===== src/hw/rtl/upqe_pkg.sv =====
// shared types, constants and helpers for the url path/query escaper
`default_nettype none
package upqe_pkg;

  localparam int unsigned FifoDepth = 4;
  localparam int unsigned FifoPtrW  = $clog2(FifoDepth);
  localparam int unsigned FifoCntW  = $clog2(FifoDepth + 1);

  localparam logic [7:0] ChColon   = 8'h3a;
  localparam logic [7:0] ChSlash   = 8'h2f;
  localparam logic [7:0] ChSpace   = 8'h20;
  localparam logic [7:0] ChQmark   = 8'h3f;
  localparam logic [7:0] ChPlus    = 8'h2b;
  localparam logic [7:0] ChPercent = 8'h25;
  localparam logic [7:0] ChDot     = 8'h2e;
  localparam logic [7:0] ChDash    = 8'h2d;
  localparam logic [7:0] ChUscore  = 8'h5f;

  typedef enum logic [1:0] {
    SecScheme = 2'd0,
    SecHost   = 2'd1,
    SecPath   = 2'd2,
    SecQuery  = 2'd3
  } section_e;

  typedef enum logic [1:0] {
    PhLead = 2'd0,
    PhHigh = 2'd1,
    PhLow  = 2'd2
  } phase_e;

  // one classified item: byte to send, whether it expands to %xx, end of url
  typedef struct packed {
    logic [7:0] data;
    logic       esc;
    logic       fin;
  } upqe_cmd_t;

  function automatic logic [7:0] hex_char(input logic [3:0] nib);
    logic [7:0] ch;
    if (nib < 4'd10) begin
      ch = 8'h30 + {4'd0, nib};
    end else begin
      ch = 8'h57 + {4'd0, nib};
    end
    return ch;
  endfunction

endpackage
`default_nettype wire


===== src/hw/rtl/upqe_front.sv =====
// front end: tracks url section and classifies each incoming byte
`default_nettype none
module upqe_front (
  input  wire logic              clk_i,
  input  wire logic              rst_ni,
  input  wire logic              in_valid_i,
  output logic                   in_ready_o,
  input  wire logic [7:0]        in_byte_i,
  input  wire logic              in_end_i,
  output logic                   cmd_valid_o,
  input  wire logic              cmd_ready_i,
  output upqe_pkg::upqe_cmd_t    cmd_o
);

  upqe_pkg::section_e section_q, section_d;
  logic [1:0]         match_q, match_d;
  logic               accept;
  logic               query_keep;
  logic [7:0]         sep_ch;

  assign in_ready_o  = cmd_ready_i;
  assign cmd_valid_o = in_valid_i;
  assign accept      = in_valid_i & cmd_ready_i;

  assign sep_ch = (match_q == 2'd0) ? upqe_pkg::ChColon : upqe_pkg::ChSlash;

  always_comb begin
    query_keep = ((in_byte_i >= 8'h30) && (in_byte_i <= 8'h39)) ||
                 ((in_byte_i >= 8'h61) && (in_byte_i <= 8'h7a)) ||
                 ((in_byte_i >= 8'h41) && (in_byte_i <= 8'h5a)) ||
                 (in_byte_i == upqe_pkg::ChDot) || (in_byte_i == upqe_pkg::ChDash) ||
                 (in_byte_i == upqe_pkg::ChUscore);
  end

  always_comb begin
    section_d = section_q;
    match_d   = match_q;
    case (section_q)
      upqe_pkg::SecScheme: begin
        if (in_byte_i == sep_ch) begin
          if (match_q == 2'd2) begin
            section_d = upqe_pkg::SecHost;
            match_d   = 2'd0;
          end else begin
            match_d = match_q + 2'd1;
          end
        end else begin
          match_d = (in_byte_i == upqe_pkg::ChColon) ? 2'd1 : 2'd0;
        end
      end
      upqe_pkg::SecHost: begin
        if (in_byte_i == upqe_pkg::ChSlash) section_d = upqe_pkg::SecPath;
      end
      upqe_pkg::SecPath: begin
        if (in_byte_i == upqe_pkg::ChQmark) section_d = upqe_pkg::SecQuery;
      end
      default: begin
      end
    endcase
    // end of url returns to the scheme search
    if (in_end_i) begin
      section_d = upqe_pkg::SecScheme;
      match_d   = 2'd0;
    end
  end

  always_comb begin
    cmd_o.data = in_byte_i;
    cmd_o.esc  = 1'b0;
    cmd_o.fin  = in_end_i;
    case (section_q)
      upqe_pkg::SecPath: begin
        if (in_byte_i == upqe_pkg::ChSpace) cmd_o.esc = 1'b1;
      end
      upqe_pkg::SecQuery: begin
        if (in_byte_i == upqe_pkg::ChSpace) begin
          cmd_o.data = upqe_pkg::ChPlus;
        end else if (!query_keep) begin
          cmd_o.esc = 1'b1;
        end
      end
      default: begin
      end
    endcase
  end

  always_ff @(posedge clk_i or negedge rst_ni) begin
    if (!rst_ni) begin
      section_q <= upqe_pkg::SecScheme;
      match_q   <= 2'd0;
    end else if (accept) begin
      section_q <= section_d;
      match_q   <= match_d;
    end
  end

endmodule
`default_nettype wire


===== src/hw/rtl/upqe_fifo.sv =====
// short command queue between front and back end
`default_nettype none
module upqe_fifo (
  input  wire logic                 clk_i,
  input  wire logic                 rst_ni,
  input  wire logic                 wr_valid_i,
  output logic                      wr_ready_o,
  input  wire upqe_pkg::upqe_cmd_t  wr_cmd_i,
  output logic                      rd_valid_o,
  input  wire logic                 rd_pop_i,
  output upqe_pkg::upqe_cmd_t       rd_cmd_o
);

  upqe_pkg::upqe_cmd_t               mem_q [upqe_pkg::FifoDepth];
  logic [upqe_pkg::FifoPtrW-1:0]     wr_ptr_q, rd_ptr_q;
  logic [upqe_pkg::FifoCntW-1:0]     count_q, count_d;
  logic                              push, pop;

  assign wr_ready_o = (count_q != upqe_pkg::FifoCntW'(upqe_pkg::FifoDepth));
  assign rd_valid_o = (count_q != '0);
  assign rd_cmd_o   = mem_q[rd_ptr_q];
  assign push       = wr_valid_i & wr_ready_o;
  assign pop        = rd_pop_i & rd_valid_o;

  always_comb begin
    count_d = count_q;
    if (push && !pop) begin
      count_d = count_q + 1'b1;
    end else if (pop && !push) begin
      count_d = count_q - 1'b1;
    end
  end

  always_ff @(posedge clk_i) begin
    if (push) begin
      mem_q[wr_ptr_q] <= wr_cmd_i;
    end
  end

  always_ff @(posedge clk_i or negedge rst_ni) begin
    if (!rst_ni) begin
      wr_ptr_q <= '0;
      rd_ptr_q <= '0;
      count_q  <= '0;
    end else begin
      if (push) wr_ptr_q <= wr_ptr_q + 1'b1;
      if (pop)  rd_ptr_q <= rd_ptr_q + 1'b1;
      count_q <= count_d;
    end
  end

endmodule
`default_nettype wire


===== src/hw/rtl/upqe_back.sv =====
// back end: expands queued commands into output bytes behind an output register
`default_nettype none
module upqe_back (
  input  wire logic                 clk_i,
  input  wire logic                 rst_ni,
  input  wire logic                 cmd_valid_i,
  input  wire upqe_pkg::upqe_cmd_t  cmd_i,
  output logic                      cmd_pop_o,
  output logic                      out_valid_o,
  input  wire logic                 out_ready_i,
  output logic [7:0]                out_byte_o,
  output logic                      out_last_o,
  output logic                      out_done_o
);

  upqe_pkg::phase_e phase_q, phase_d;
  logic             valid_q;
  logic [7:0]       byte_q, byte_d;
  logic             last_q, last_d;
  logic             done_q;
  logic             load;

  assign load = cmd_valid_i & (~valid_q | out_ready_i);

  always_comb begin
    phase_d = upqe_pkg::PhLead;
    if (cmd_i.esc) begin
      case (phase_q)
        upqe_pkg::PhLead: phase_d = upqe_pkg::PhHigh;
        upqe_pkg::PhHigh: phase_d = upqe_pkg::PhLow;
        default:          phase_d = upqe_pkg::PhLead;
      endcase
    end
  end

  always_comb begin
    byte_d = cmd_i.data;
    last_d = 1'b1;
    if (cmd_i.esc) begin
      case (phase_q)
        upqe_pkg::PhLead: begin
          byte_d = upqe_pkg::ChPercent;
          last_d = 1'b0;
        end
        upqe_pkg::PhHigh: begin
          byte_d = upqe_pkg::hex_char(cmd_i.data[7:4]);
          last_d = 1'b0;
        end
        default: begin
          byte_d = upqe_pkg::hex_char(cmd_i.data[3:0]);
          last_d = 1'b1;
        end
      endcase
    end
  end

  assign cmd_pop_o = load & last_d;

  always_ff @(posedge clk_i or negedge rst_ni) begin
    if (!rst_ni) begin
      valid_q <= 1'b0;
      phase_q <= upqe_pkg::PhLead;
    end else begin
      if (load) begin
        valid_q <= 1'b1;
        phase_q <= phase_d;
      end else if (out_ready_i) begin
        valid_q <= 1'b0;
      end
    end
  end

  always_ff @(posedge clk_i) begin
    if (load) begin
      byte_q <= byte_d;
      last_q <= last_d;
      done_q <= last_d & cmd_i.fin;
    end
  end

  assign out_valid_o = valid_q;
  assign out_byte_o  = byte_q;
  assign out_last_o  = last_q;
  assign out_done_o  = done_q;

endmodule
`default_nettype wire


===== src/hw/rtl/url_path_query_escaper_core.sv =====
// top level of the url path/query escaper
// an accepted byte is written into the command queue, then into the output register
// throughput: one output byte per cycle while the output is ready and a command waits
// a plain byte yields one output byte, an escaped byte three (%xx) from the back end
// input stays ready while the 4-entry command queue has room
// reset clears section tracking, queue pointers and the output valid
`default_nettype none
module url_path_query_escaper_core (
  input  wire logic       clk_i,
  input  wire logic       rst_ni,
  input  wire logic       s_axis_tvalid_i,
  output logic            s_axis_tready_o,
  input  wire logic [7:0] s_axis_tdata_i,   // [7:0] in_byte
  input  wire logic       s_axis_tlast_i,   // string_end
  output logic            m_axis_tvalid_o,
  input  wire logic       m_axis_tready_i,
  output logic [7:0]      m_axis_tdata_o,   // [7:0] out_byte
  output logic            m_axis_tlast_o,   // run_last
  output logic            m_axis_tuser_o    // [0] url_done
);

  upqe_pkg::upqe_cmd_t front_cmd, back_cmd;
  logic                front_valid, fifo_ready, back_valid, back_pop;

  upqe_front u_front (
    .clk_i       (clk_i),
    .rst_ni      (rst_ni),
    .in_valid_i  (s_axis_tvalid_i),
    .in_ready_o  (s_axis_tready_o),
    .in_byte_i   (s_axis_tdata_i),
    .in_end_i    (s_axis_tlast_i),
    .cmd_valid_o (front_valid),
    .cmd_ready_i (fifo_ready),
    .cmd_o       (front_cmd)
  );

  upqe_fifo u_fifo (
    .clk_i      (clk_i),
    .rst_ni     (rst_ni),
    .wr_valid_i (front_valid),
    .wr_ready_o (fifo_ready),
    .wr_cmd_i   (front_cmd),
    .rd_valid_o (back_valid),
    .rd_pop_i   (back_pop),
    .rd_cmd_o   (back_cmd)
  );

  upqe_back u_back (
    .clk_i       (clk_i),
    .rst_ni      (rst_ni),
    .cmd_valid_i (back_valid),
    .cmd_i       (back_cmd),
    .cmd_pop_o   (back_pop),
    .out_valid_o (m_axis_tvalid_o),
    .out_ready_i (m_axis_tready_i),
    .out_byte_o  (m_axis_tdata_o),
    .out_last_o  (m_axis_tlast_o),
    .out_done_o  (m_axis_tuser_o)
  );

endmodule
`default_nettype wire

===== config.mk =====
export PLATFORM = sky130hd
export DESIGN_NAME = url_path_query_escaper_core
export DESIGN_NICKNAME = d
export VERILOG_FILES = /design/src/hw/rtl/upqe_pkg.sv /design/src/hw/rtl/upqe_front.sv /design/src/hw/rtl/upqe_fifo.sv /design/src/hw/rtl/upqe_back.sv /design/src/hw/rtl/url_path_query_escaper_core.sv
export SDC_FILE = /design/constraint.sdc
export NUM_CORES = 1
export LEC_CHECK = 0
export ABC_AREA = 1
export BUFFER_PORTS_ARGS = -buffer_cell sky130_fd_sc_hd__buf_2
export CAP_MARGIN = 20
export CORE_ASPECT_RATIO = 0.9
export CORE_MARGIN = 2
export CORE_UTILIZATION = 52
export CTS_CLUSTER_DIAMETER = 100
export CTS_CLUSTER_SIZE = 20
export DETAILED_ROUTE_END_ITERATION = 7
export GPL_TIMING_DRIVEN = 0
export HOLD_SLACK_MARGIN = 0.02
export PLACE_DENSITY = 0.77
export SYNTH_ARGS = -nofsm -noshare
export SYNTH_HDL_FRONTEND = slang
export SYNTH_HIERARCHICAL = 1
export SYNTH_SLANG_ARGS = --single-unit

===== constraint.sdc =====
create_clock -name clk_i -period 6.05 [get_ports clk_i]
set_input_delay 0.3025 -clock clk_i [delete_from_list [all_inputs] [get_ports clk_i]]
set_output_delay 0.3025 -clock clk_i [all_outputs]
set_load 0.005 [all_outputs]

Word level (Yosys, flattened, before mapping)

Memory sizes are Yosys's and may differ from the RTL's.
Cells that the tools add are included.

Output and inout bits: 12
Word-level logic and storage cells: 108
Bits in registers: 24
RAM bits: 40
Memories: 1
Input bits: 13

Memories:

| name         | words | width | read ports | clocked after memory_dff | write ports | line            | source |
|---|---|---|---|---|---|---|---|
| u_fifo.mem_q | 4     | 10    | 1          | 0                        | 1           | upqe_fifo.sv:14 | `upqe_pkg::upqe_cmd_t mem_q [upqe_pkg::FifoDepth];` |

Bitwise operators: 7
Muxes and demuxes: 32
Reduce and logical (&&, ||, !) cells: 23
Magnitude comparators: 8
Add/subtract/negate cells: 9
Eq/ne operators: 18

Operator list:

| kind                                                              | number |
|---|---|
| == test 8 x 6 -> 1 bit, second input constant                     | 6 |
| 2-to-1 mux 8 bit                                                  | 5 |
| 2-to-1 mux 2 bit                                                  | 10 |
| adder 7 x 4 -> 8 bit, first input constant                        | 2 |
| greater-or-equal comparator 8 x 7 -> 1 bit, second input constant | 2 |
| <= comparator 8 x 7 -> 1 bit, second input constant               | 2 |
| case mux 8 bit (2 select lines)                                   | 1 |
| adder 6 x 4 -> 7 bit, first input constant                        | 2 |
| inequality test 3 x 2 -> 1 bit, second input constant             | 4 |
| 2-to-1 mux 1 bit                                                  | 10 |
| == test 8 x 7 -> 1 bit, second input constant                     | 1 |
| == test 8 bit                                                     | 1 |
| greater-or-equal comparator 8 x 6 -> 1 bit, second input constant | 1 |
| <= comparator 8 x 6 -> 1 bit, second input constant               | 1 |
| < comparator 4 bit, second input constant                         | 2 |
| adder 2 x 1 -> 2 bit, second input constant                       | 3 |
| == test 2 bit, second input constant                              | 3 |
| zero test 2 bit                                                   | 3 |
| 2-to-1 mux 3 bit                                                  | 2 |
| case mux 2 bit (3 select lines)                                   | 1 |
| AND reduction 6 bit                                               | 1 |
| nonzero test 2 bit                                                | 3 |
| AND 1 bit                                                         | 5 |
| logical AND 1 bit                                                 | 5 |
| other kinds (15)                                                  | 21 |

Depth between registers and ports, before layout

Gate-level depths: netlist of run 1.

Depth in word-level cells: 10
Mapped depth: 18
Mapped depth without buffers: 16

By module

The synthesis of run 1 kept the hierarchy.

By module, submodules not included:

| module     | instances | cells an instance | area each (um^2) |
|---|---|---|---|
| upqe_fifo  | 1         | 176               | 2,065.7 |
| upqe_back  | 1         | 91                | 772.0 |
| upqe_front | 1         | 111               | 639.4 |

Least setup slack after synthesis of run 1

No wires, ideal clock.

Kind: reg-to-reg
Start point: reg u_fifo/rd_ptr_q[0] in the netlist's numbering
End point: reg u_fifo/count_q[1] in the netlist's numbering
Buffers on the path: 2
Required time: 5.924 ns
Arrival: 2.130 ns
Setup slack: 3.794 ns
Cell stages (with the launch flop): 16
Period minus slack after synthesis: 2.256 ns
Setup time: 0.126 ns
Cells stage by stage: dfrtp_1 -> inv_2 -> buf_4 -> nand2_1 -> o211ai_1 -> nand2_1 -> buf_4 -> nand2_4 -> inv_2 -> nor2_1 -> nand2_1 -> ha_1 -> inv_1 -> fa_1 -> nand2_1 -> o21ai_0

RTL lines:

| what                   | line            | source |
|---|---|---|
| start, declared        | upqe_fifo.sv:15 | `logic [upqe_pkg::FifoPtrW-1:0] wr_ptr_q, rd_ptr_q;` |
| start signal, assigned | upqe_fifo.sv:47 | `if (pop) rd_ptr_q <= rd_ptr_q + 1'b1;` |
| end signal, assigned   | upqe_fifo.sv:48 | `count_q <= count_d;` |
| end, declared          | upqe_fifo.sv:16 | `logic [upqe_pkg::FifoCntW-1:0] count_q, count_d;` |

==> impl_results.md, run 1 <==
* CP Launch Type: register
* # nets final at 438
* Adder-cell share of the synthesized area at 0.0453
* Status: complete, no violations
* Core area at around 0.0065 mm2
* Die width at ~90 um
* Largest family of logic cells by synthesized area: simple AND/OR/NAND/NOR gates
* Clock sinks at 64
* Post-synthesis xor/xnor area fraction at 0.00252
* Resized cells post-CTS at 0
* First DRT Iteration DRCs at 97
* H-tree depth at 3
* R2r startpoint: u_fifo/rd_ptr_q[0]
* Clock buffer count from CTS at 9
* CTS tree: built
* ANT cells at 0
* CP max stage cell: fa_1
* Cell row count at 28
* F_max at between 0.3 and 0.4 GHz
* Num ports at 25
* Buf/Inv on CP at 5
* DRC at 0
* Worst slew pin tran at about 1.0 ns
* EDFF count, synth at 50
* Syn Std Cell Area at around 0.0035 mm2
* Synth warn at 6
* CP Data Required Time at around 6.3 ns
* Detailed placer's ending HPWL at 4.54 mm
* Clk_lat worst skew at 0.33 ns
* Critical path's top delay family: buffers and inverters
* Worst-path clk slew at 0.06 ns
* Remaining global-route overflow at 0
* Worst Skew at ~0.0069 ns
* Global-route wire length before repair at 10.5 mm
* Initial antenna violation count at 0
* IO buf count at 23
* Top cell by count, worst path: nand2_1
* Die Height at slightly above 80 um
* Hold_sp: m_axis_tready_i
* CP cell instances: inv_2 > buf_4 > nand2_1 > o211ai_1 > nand2_1 > buf_4 > nand2_4 > inv_2 > nor2_1 > nand2_1 > ha_1 > inv_1 > fa_1 > nand2_1 > o21ai_0
* Critical Path AT at 2.73 ns
* Multiplexer share of the synthesized area at 0
* Initial Util at 0.534
* Routed vias at 2,531
* Top_reg_cell synth: edfxtp_1
* RD Place Congestion at a little under 0.9
* Yosys cell types at 36
* DR vias/cell at ~5.0
* Setup TNS Final at 0 ns
* Post-route clock period utilization at 0.417
* Minimum clock period at between 2 and 3 ns
* Syn Inst Count at between 300 and 400
* Synthesized net count at between 400 and 500
* RSZ-0062 raised after global routing: false
* Seq cells post-synth at 64
* Hold WS at 0.239 ns
* # hold bufs at CTS at 1
* Area fraction in compound gates after synthesis at 0.0864
* Crit Path Max Fanout at 10
* Pin count of the biggest net entering global routing at 15
* Simple-Gate Fraction of Synth Area at 0.218
* Slew Limit Fails at 0
* Total track usage at 0.187
* CTS Buffer Depth at 2
* Routed WL per cell at approximately 12 um
* ANT nets after route at 0
* Area grow syn2layout at 11.2%
* Pwr per Cell Area at 490 mW/mm2
* DRT Wirelength at just over 6 mm
* Setup violators final at 0
* Layout cells sized above 1 at 0.180
* Async set or reset register ratio after synthesis at 0.219
* Worst hold path type: in -> reg
* CTS Root Buffer Type: clkbuf_8
* Leakage power total at ~1.8 nW
* Mean Syn Cell Area at just over 9 um2
* Die area at around 0.0074 mm2
* VDD IR max at 0.000185 V
* First element of the critical path: u_fifo/rd_ptr_q[0]
* Number of max-cap violations at 0
* Final Hold Viols at 0
* Post-CTS Setup Bufs at 0
* Critical path class: reg -> reg
* Slew headroom at 0.331
* Worst path max stage delay at 0.41 ns
* DRT Pass-1 Iters at 5
* Vias in the first global route at around 2,300
* CP Capture Type: register
* Sequential share of the synthesized area at 0.533
## Yosys cell counts, drive strengths merged, types with 2 or more instances
library cell	number	area (um2)
nand2	100	385
inv	73	274
edfxtp	50	1500
nand3	30	175
nor2	29	139
o211ai	21	163
dfrtp	14	350
buf	12	104
ha	11	138
a21oi	8	47.6
o21ai	8	40.0
nand4	5	31.3
clkbuf	3	11.3
nor3	2	10.0
o21bai	2	15.0
or2	2	12.5
## power breakdown
group | internal (mW) | switching, mW
sequential | 0.641 | 0.0569
combinational | 0.328 | 0.576
clock | 0.142 | 0.150
## registers in the layout (all words and copies together) (netlist names)
name	cells
u_back/out_done_o	1
u_fifo/rd_ptr_q	2
u_fifo/wr_ptr_q	2
u_back/out_last_o	1
u_front/match_q	2
u_back/phase_q	2
u_back/out_byte_o	8
u_back/out_valid_o	1
u_front/section_q	2
u_fifo/mem_q	40
u_fifo/count_q	3
## placed cells by master, fill, tap and decap left out, types with 6 or more instances in the layout
master	Yosys	routed
a21oi_1	6	6
buf_2	2	25
clkbuf_8	0	9
dfrtp_1	14	14
edfxtp_1	50	50
ha_1	11	11
inv_1	63	63
inv_2	10	10
nand2_1	98	98
nand3_1	25	25
nor2_1	23	23
o211ai_1	20	20
o21ai_0	7	7
## kinds of logic (layout without fill, tap and decap cells)
group           Yosys count  in the layout
xor+xnor                  1              1
simple gates            169            169
buf+inv                  89            128
compound gates           43             43
fa+ha+maj                12             12
flops                    64             64
## cell type report
| type | instances | area [um2] |
|---|---|---|
| flip-flops and latches | 64 | 1850 |
| multi-input cells | 225 | 1230 |
| well taps | 90 | 113 |
| clock buffers | 10 | 128 |
| fillers | 566 | 2650 |
| inverters | 73 | 274 |
| plain buffers | 16 | 125 |
| repair buffers | 24 | 125 |
| clock inverters | 5 | 25.0 |
## path summary, 6_finish.rpt
check	end	slack (ns)	depth (start not counted)
max in group asynchronous	u_back/out_valid_o	5.40	2
min in group asynchronous	u_front/section_q[1]	0.39	2
setup reg to reg	u_fifo/count_q[1]	3.53	15
hold reg to reg	u_back/out_valid_o	0.50	2
setup / recovery	u_fifo/count_q[1]	3.53	15
hold / removal	u_back/out_valid_o	0.24	4
## tightest hold or removal path: cells and delay by family
kind / cells / cell delay [ns]
and+or+nand+nor: 2 / 0.12
buffers and inverters: 2 / 0.11
## stage by stage
step	util	instance area [um2]	power (mW)	setup WS (ns)	cells
final	0.594	3870	1.89	3.53	507
after global routing	0.594	3870	2.07	3.25	507
after global placement	0.569	3700	1.58	3.57	491
after CTS	0.594	3870	1.91	3.51	507
after floorplan	-	3480	1.39	3.79	378
after detailed placement	0.569	3700	1.61	3.53	491
## routing by layer
metal / wire (um) / GRT usage / vias to the layer above
li1: - / - / 1300
met1: 2770 / 0.216 / 1166
met2: 3070 / 0.332 / 55
met3: 243 / 0.0431 / 10
met4: 146 / 0.0954 / 0
met5: 0 / 0 / -
Note: power is estimated with default switching activity, not from simulation.
==> run 2, diff against run 1 <==
==> constraint.sdc (replaced) <==
create_clock -name clk_i -period 2.64 [get_ports clk_i]
set_input_delay 0.132 -clock clk_i [delete_from_list [all_inputs] [get_ports clk_i]]
set_output_delay 0.132 -clock clk_i [all_outputs]
set_load 0.005 [all_outputs]
==> run 2 against run 1 <==
Wire length increased by 2.2%. Design area grew 1.1%. Die area stayed put. Clock-buffer cell count is the same. Via count up 0.75%. Flip-flop and latch count unchanged. First-iteration DRC count down 19%. Power grew 130%. Register-to-register slack got worse by 3.3 ns. Setup slack got worse by 3.3 ns. Global-route usage stayed put. Critical path depth is the same. Largest power group unchanged. Highest routed layer unchanged.
==> impl_results.md, run 2 (synthesis gave the netlist of run 1 again) <==
* Die width at 90.2 um (unchanged)
* Clock share of power at 0.152 (was 0.154)
* Clock buffer count from CTS at 9 (unchanged)
* Core area at 0.00652 mm2 (unchanged)
* Worst hold path type: in -> reg (unchanged)
* Clock sinks at 64 (unchanged)
* Total track usage at 0.187 (unchanged)
* Slew Limit Fails at 0 (unchanged)
* Area grow syn2layout at 12.4% (was 11.2%)
* DRT Wirelength at 6.37 mm (was 6.23 mm)
* Worst path max stage delay at 0.41 ns (about the same)
* Max FFs per register at 40 (unchanged)
* Final Core Density at 0.600 (was 0.594)
* Critical path's top delay family: buffers and inverters (unchanged)
* Critical path class: reg -> reg (unchanged)
* Routed WL per cell at 12.5 um (was 12.3 um)
* Routed vias at 2,550 (was 2,531)
* Met1 wire length at 2.74 mm (was 2.77 mm)
* Int Power at 2.59 mW (was 1.11 mW)
* Buf/Inv on CP at 5 (unchanged)
* Cell row count at 28 (unchanged)
* DR vias/cell at 4.99 (about the same)
* RD Place Congestion at 0.880 (unchanged)
* Status: complete, no violations (unchanged)
* Sequential power share at 0.362 (was 0.369)
* Post-route clock period utilization at 0.930 (was 0.417)
* Initial Util at 0.534 (unchanged)
* Num ports at 25 (unchanged)
* Top cell by count, worst path: nand2_1 (unchanged)
* Register bank with the most flops: u_fifo/mem_q (unchanged)
* Leakage power total at 1.78 nW (was 1.76 nW)
* CTS Root Buffer Type: clkbuf_8 (unchanged)
* Placed Area at 0.00370 mm2 (unchanged)
* Pwr per Cell Area at 1130 mW/mm2 (was 490 mW/mm2)
* F_max at 0.407 GHz (was 0.397 GHz)
* DRT Pass-1 Iters at 4 (was 5)
* CP Capture Type: register (unchanged)
* Critical Path AT at 2.67 ns (was 2.73 ns)
* Logic gate share of total power at 0.487 (was 0.477)
* Net Sw Power at 1.83 mW (was 0.784 mW)
* # nets final at 442 (was 438)
* DR WL met3 at 275 um (was 243 um)
* Final Hold Viols at 0 (unchanged)
* CP Data Required Time at 2.85 ns (was 6.26 ns)
* H-tree depth at 3 (unchanged)
* Global-route wire length before repair at 10.5 mm (unchanged)
* Worst-path clk slew at 0.06 ns (about the same)
* Die Height at 81.6 um (unchanged)
* ANT cells at 0 (unchanged)
* Worst Skew at 0.00658 ns (was 0.00691 ns)
* Highest routed layer: met4 (unchanged)
* First DRT Iteration DRCs at 79 (was 97)
* Remaining global-route overflow at 0 (unchanged)
* CTS Buffer Depth at 2 (unchanged)
* Minimum clock period at 2.46 ns (was 2.52 ns)
* DRC at 0 (unchanged)
* Layout cells sized above 1 at 0.190 (was 0.180)
* Vias in the first global route at 2,339 (unchanged)
* CTS tree: built (unchanged)
* Crit Path Max Fanout at 10 (unchanged)
* Commonest cells after routing, fill and taps aside: nand2_1 (98), inv_1 (63), edfxtp_1 (50) (unchanged)
* Wire length on met2 at 3.21 mm (was 3.07 mm)
* CP cell instances: inv_2 > buf_6 > nand2_1 > o211ai_1 > nand2_1 > buf_4 > nand2_4 > inv_2 > nor2_4 > nand2_1 > ha_1 > inv_1 > fa_1 > nand2_1 > o21ai_0 (was inv_2 > buf_4 > nand2_1 > o211ai_1 > nand2_1 > buf_4 > nand2_4 > inv_2 > nor2_1 > nand2_1 > ha_1 > inv_1 > fa_1 > nand2_1 > o21ai_0)
* Worst slew pin tran at 1.02 ns (was 1.00 ns)
* Number of max-cap violations at 0 (unchanged)
* Setup violators final at 0 (unchanged)
* Pin count of the biggest net entering global routing at 15 (unchanged)
* Initial antenna violation count at 0 (unchanged)
* CP Launch Type: register (unchanged)
* Detailed placer's ending HPWL at 4.54 mm (unchanged)
* Most common cell after layout, fill and taps aside: nand2_1 (unchanged)
* CP max stage cell: fa_1 (unchanged)
* Switching part of the total at 0.414 (about the same)
* Die area at 0.00736 mm2 (unchanged)
* Slew headroom at 0.320 (was 0.331)
* ANT nets after route at 0 (unchanged)
* Final instance area at 0.00391 mm2 (was 0.00387 mm2)
* Clk_lat worst skew at 0.33 ns (about the same)
* IO buf count at 23 (unchanged)
* VDD IR max at 0.000426 V (was 0.000185 V)
run 2: area by class of cell:
type / count / area, um2
inverters: 73 / 274
flip-flops and latches: 64 / 1850
clock buffers: 10 / 128
well taps: 90 / 113
repair buffers: 28 / 155
multi-input cells: 225 / 1230
fillers: 566 / 2610
clock inverters: 5 / 25.0
plain buffers: 16 / 129
run 2: routing by layer:
layer / vias to the layer above / track usage
met5: - / 0
met4: 0 / 0.0954
met3: 10 / 0.0431
met2: 52 / 0.332
met1: 1182 / 0.216
li1: 1306 / -
run 2: power groups by stage:
stage / registers (mW) / logic [mW] / clock network [mW]
final: 1.60 / 2.15 / 0.670
after global routing: 1.63 / 2.44 / 0.735
after CTS: 1.60 / 2.08 / 0.696
after detailed placement: 1.62 / 2.08 / 0
after global placement: 1.61 / 2.00 / 0
after floorplan: 1.61 / 1.58 / 0
run 2: stage by stage:
step	setup WS, ns	power [mW]	cells	TNS (ns)	hold slack [ns]
after global routing	-0.0339	4.81	511	-0.0339	0.0730
after floorplan	0.384	3.19	378	0	-0.164
after global placement	0.158	3.61	491	0	0.0490
final	0.184	4.42	511	0	0.0700
after CTS	0.0964	4.38	507	0	0.0454
after detailed placement	0.116	3.70	491	0	0.0501
run 2: worst reg2reg max path, cell delays in order (launching register included):
cell	delay (ns)
dfrtp_1	0.40
inv_2	0.13
buf_6	0.16
nand2_1	0.06
o211ai_1	0.08
nand2_1	0.09
buf_4	0.18
nand2_4	0.12
inv_2	0.06
nor2_4	0.12
nand2_1	0.09
ha_1	0.20
inv_1	0.09
fa_1	0.41
nand2_1	0.07
o21ai_0	0.07
run 2: what timing repair did:
item / in CTS / in global routing
setup buffers: 0 / 4
hold buffers: 1 / 0
resized for setup: 0 / 3
setup endpoints to repair: 0 / 2
hold endpoints to repair: 14 / 0
run 2: final timing paths:
path / from / to / slack, ns / cells after the start
min: m_axis_tready_i / u_back/out_valid_o / 0.07 / 4
max in group asynchronous: rst_ni / u_back/out_valid_o / 2.16 / 2
max reg2reg: u_fifo/rd_ptr_q[0] / u_fifo/count_q[1] / 0.18 / 15
min reg2reg: u_back/out_valid_o / u_back/out_valid_o / 0.50 / 2
min in group asynchronous: rst_ni / u_front/section_q[1] / 0.22 / 2
max: u_fifo/rd_ptr_q[0] / u_fifo/count_q[1] / 0.18 / 15
==> run 3, diff against run 2 <==
--- a/config.mk
+++ b/config.mk
@@ -17,6 +17,7 @@
 export GPL_TIMING_DRIVEN = 0
 export HOLD_SLACK_MARGIN = 0.02
 export PLACE_DENSITY = 0.77
+export RECOVER_POWER = 25
 export SYNTH_ARGS = -nofsm -noshare
 export SYNTH_HDL_FRONTEND = slang
 export SYNTH_HIERARCHICAL = 1
==> run 3 against run 2 <==
Cell count unchanged. Sequential power about the same. Design area down 0.29%. Global-route usage unchanged. Non-clock buffer count unchanged. Critical path depth unchanged. Combinational power about the same. Register-to-register slack about the same. Clock power about the same. Via count up 0.31%. Utilization down 0.17 points. Critical endpoint unchanged.
==> impl_results.md, run 3 (synthesis gave the netlist of run 1 again) <==
* Status: complete, no violations (unchanged)
* Reg2reg setup slack at 0.18 ns (about the same)
* Routed vias at 2,558 (was 2,550)
* H-tree depth at 3 (unchanged)
* Vias in the first global route at 2,339 (unchanged)
* CP Capture Type: register (unchanged)
* Hold WS at 0.0695 ns (was 0.0700 ns)
* Register bank with the most flops: u_fifo/mem_q (unchanged)
* Minimum clock period at 2.46 ns (about the same)
* Setup violators final at 0 (unchanged)
* Die width at 90.2 um (unchanged)
* Setup TNS Final at 0 ns (unchanged)
* Core area at 0.00652 mm2 (unchanged)
* Detailed placer's ending HPWL at 4.54 mm (unchanged)
* CP Data Required Time at 2.85 ns (about the same)
* Worst Skew at 0.00608 ns (was 0.00658 ns)
* DR vias/cell at 5.01 (was 4.99)
* Cell row count at 28 (unchanged)
* Max FFs per register at 40 (unchanged)
* Slew Limit Fails at 0 (unchanged)
* CP max stage cell: fa_1 (unchanged)
* Routed WL per cell at 12.5 um (about the same)
* M1 GR Usage at 0.216 (unchanged)
* Initial antenna violation count at 0 (unchanged)
* Met3 GRT Util at 0.0431 (unchanged)
* First element of the critical path: u_fifo/rd_ptr_q[0] (unchanged)
* Clock buffer count from CTS at 9 (unchanged)
* Filler cells at 571 (was 566)
* Pwr per Cell Area at 1130 mW/mm2 (about the same)
* Worst hold path type: in -> reg (unchanged)
* Area grow syn2layout at 12.1% (was 12.4%)
* Die Height at 81.6 um (unchanged)
* R2r startpoint: u_fifo/rd_ptr_q[0] (unchanged)
* Num ports at 25 (unchanged)
* Final instance area at 0.00390 mm2 (was 0.00391 mm2)
* Worst-path clk slew at 0.06 ns (about the same)
* Slew headroom at 0.322 (was 0.320)
* First DRT Iteration DRCs at 90 (was 79)
* DRT Pass-1 Iters at 4 (unchanged)
* Reg-to-reg endpoint: u_fifo/count_q[1] (unchanged)
* Critical Path End: u_fifo/count_q[1] (unchanged)
* Die area at 0.00736 mm2 (unchanged)
* Pin count of the biggest net entering global routing at 15 (unchanged)
* Total track usage at 0.187 (unchanged)
* ANT cells at 0 (unchanged)
* Met2 usage at 0.332 (unchanged)
* Critical path class: reg -> reg (unchanged)
* CP Launch Type: register (unchanged)
* Worst path max stage delay at 0.41 ns (about the same)
* Worst slew pin tran at 1.01 ns (was 1.02 ns)
* CTS tree: built (unchanged)
* IO buf count at 23 (unchanged)
* VDD IR max at 0.000426 V (about the same)
* Crit Path Max Fanout at 10 (unchanged)
* Number of max-cap violations at 0 (unchanged)
* Critical Path AT at 2.67 ns (about the same)
* Final Hold Viols at 0 (unchanged)
* Top cell by count, worst path: nand2_1 (unchanged)
* # nets final at 442 (unchanged)
* Area taken by multi-input logic gates at 0.00123 mm2 (unchanged)
* Busiest grt layer: met2 (unchanged)
* Leakage power total at 1.76 nW (was 1.78 nW)
* Placed Area at 0.00370 mm2 (unchanged)
* Clk_lat worst skew at 0.33 ns (about the same)
* CTS Root Buffer Type: clkbuf_8 (unchanged)
* Remaining global-route overflow at 0 (unchanged)
* Most common cell after layout, fill and taps aside: nand2_1 (unchanged)
* DRT Wirelength at 6.37 mm (about the same)
* Clock sinks at 64 (unchanged)
* Placed instance count at 491 (unchanged)
* Post-route clock period utilization at 0.932 (was 0.930)
* CP cell instances: inv_2 > buf_6 > nand2_1 > o211ai_1 > nand2_1 > buf_4 > nand2_4 > inv_2 > nor2_4 > nand2_1 > ha_1 > inv_1 > fa_1 > nand2_1 > o21ai_0 (unchanged)
* CTS Buffer Depth at 2 (unchanged)
* RD Place Congestion at 0.880 (unchanged)
* Register Area at 0.00185 mm2 (unchanged)
* Commonest cells after routing, fill and taps aside: nand2_1 (98), inv_1 (63), edfxtp_1 (50) (unchanged)
* ANT nets after route at 0 (unchanged)
* Layout cells sized above 1 at 0.173 (was 0.190)
* Fin cells at 511 (unchanged)
* Global-route wire length before repair at 10.5 mm (unchanged)
* DRC at 0 (unchanged)
* Initial Util at 0.534 (unchanged)
* Path depth of the worst reg2reg path at 15 (unchanged)
* F_max at 0.407 GHz (about the same)
run 3: cell count changes in the layout (fill, tap and decap cells not counted), sizes merged:
| cell | delta |
|---|---|
| buf | -7 |
| clkbuf | +7 |
run 3: worst min path at each step:
stage                          startpoint              endpoint  slack, ns  depth (start not counted)
after floorplan                    rst_ni    u_back/out_valid_o      -0.16                          0
after global placement             rst_ni  u_front/section_q[0]       0.05                          1
after detailed placement           rst_ni  u_front/section_q[1]       0.05                          1
after CTS                 m_axis_tready_i    u_back/out_valid_o       0.05                          4
after global routing      m_axis_tready_i    u_back/out_valid_o       0.07                          4
final                     m_axis_tready_i    u_back/out_valid_o       0.07                          4
run 3: final cells by class:
cell class,instances,share of cell area
sequential,64,0.475
multi-input combinational,225,0.317
clock inverter,5,0.00642
timing repair buffer,28,0.0382
buffer,16,0.0318
inverter,73,0.0703
clock buffer,10,0.0327
tap,90,0.0289
run 3: report_power, final:
group	switching (mW)	total (mW)	internal, mW
clock	0.346	0.671	0.325
sequential	0.130	1.60	1.47
combinational	1.35	2.15	0.797
total	1.83	4.42	2.59
run 3: stage by stage:
stage          power [mW]   util  setup WS, ns
6_report             4.42  0.598         0.181
5_1_grt              4.81  0.598       -0.0339
3_3_place_gp         3.61  0.569         0.158
3_5_place_dp         3.70  0.569         0.116
2_1_floorplan        3.19      -         0.384
4_1_cts              4.38  0.594        0.0964
run 3: timing repair:
action | CTS | global route
hold buffers | 1 | 0
gates resized for setup | 0 | 3
hold endpoints to repair | 14 | 0
setup buffers | 0 | 4
setup endpoints to repair | 0 | 2
run 3: worst max-delay path, delay by kind of cell (launching register included):
| family | cells | cell delay [ns] |
|---|---|---|
| buf+inv | 5 | 0.62 |
| compound gates | 2 | 0.15 |
| flops | 1 | 0.40 |
| fa+ha+maj | 2 | 0.61 |
| simple gates | 6 | 0.55 |
run 3: layer usage:
metal | share of wire | routed length [um]
met5 | 0 | 0
met4 | 0.023 | 146
met3 | 0.045 | 290
met2 | 0.50 | 3190
met1 | 0.43 | 2750
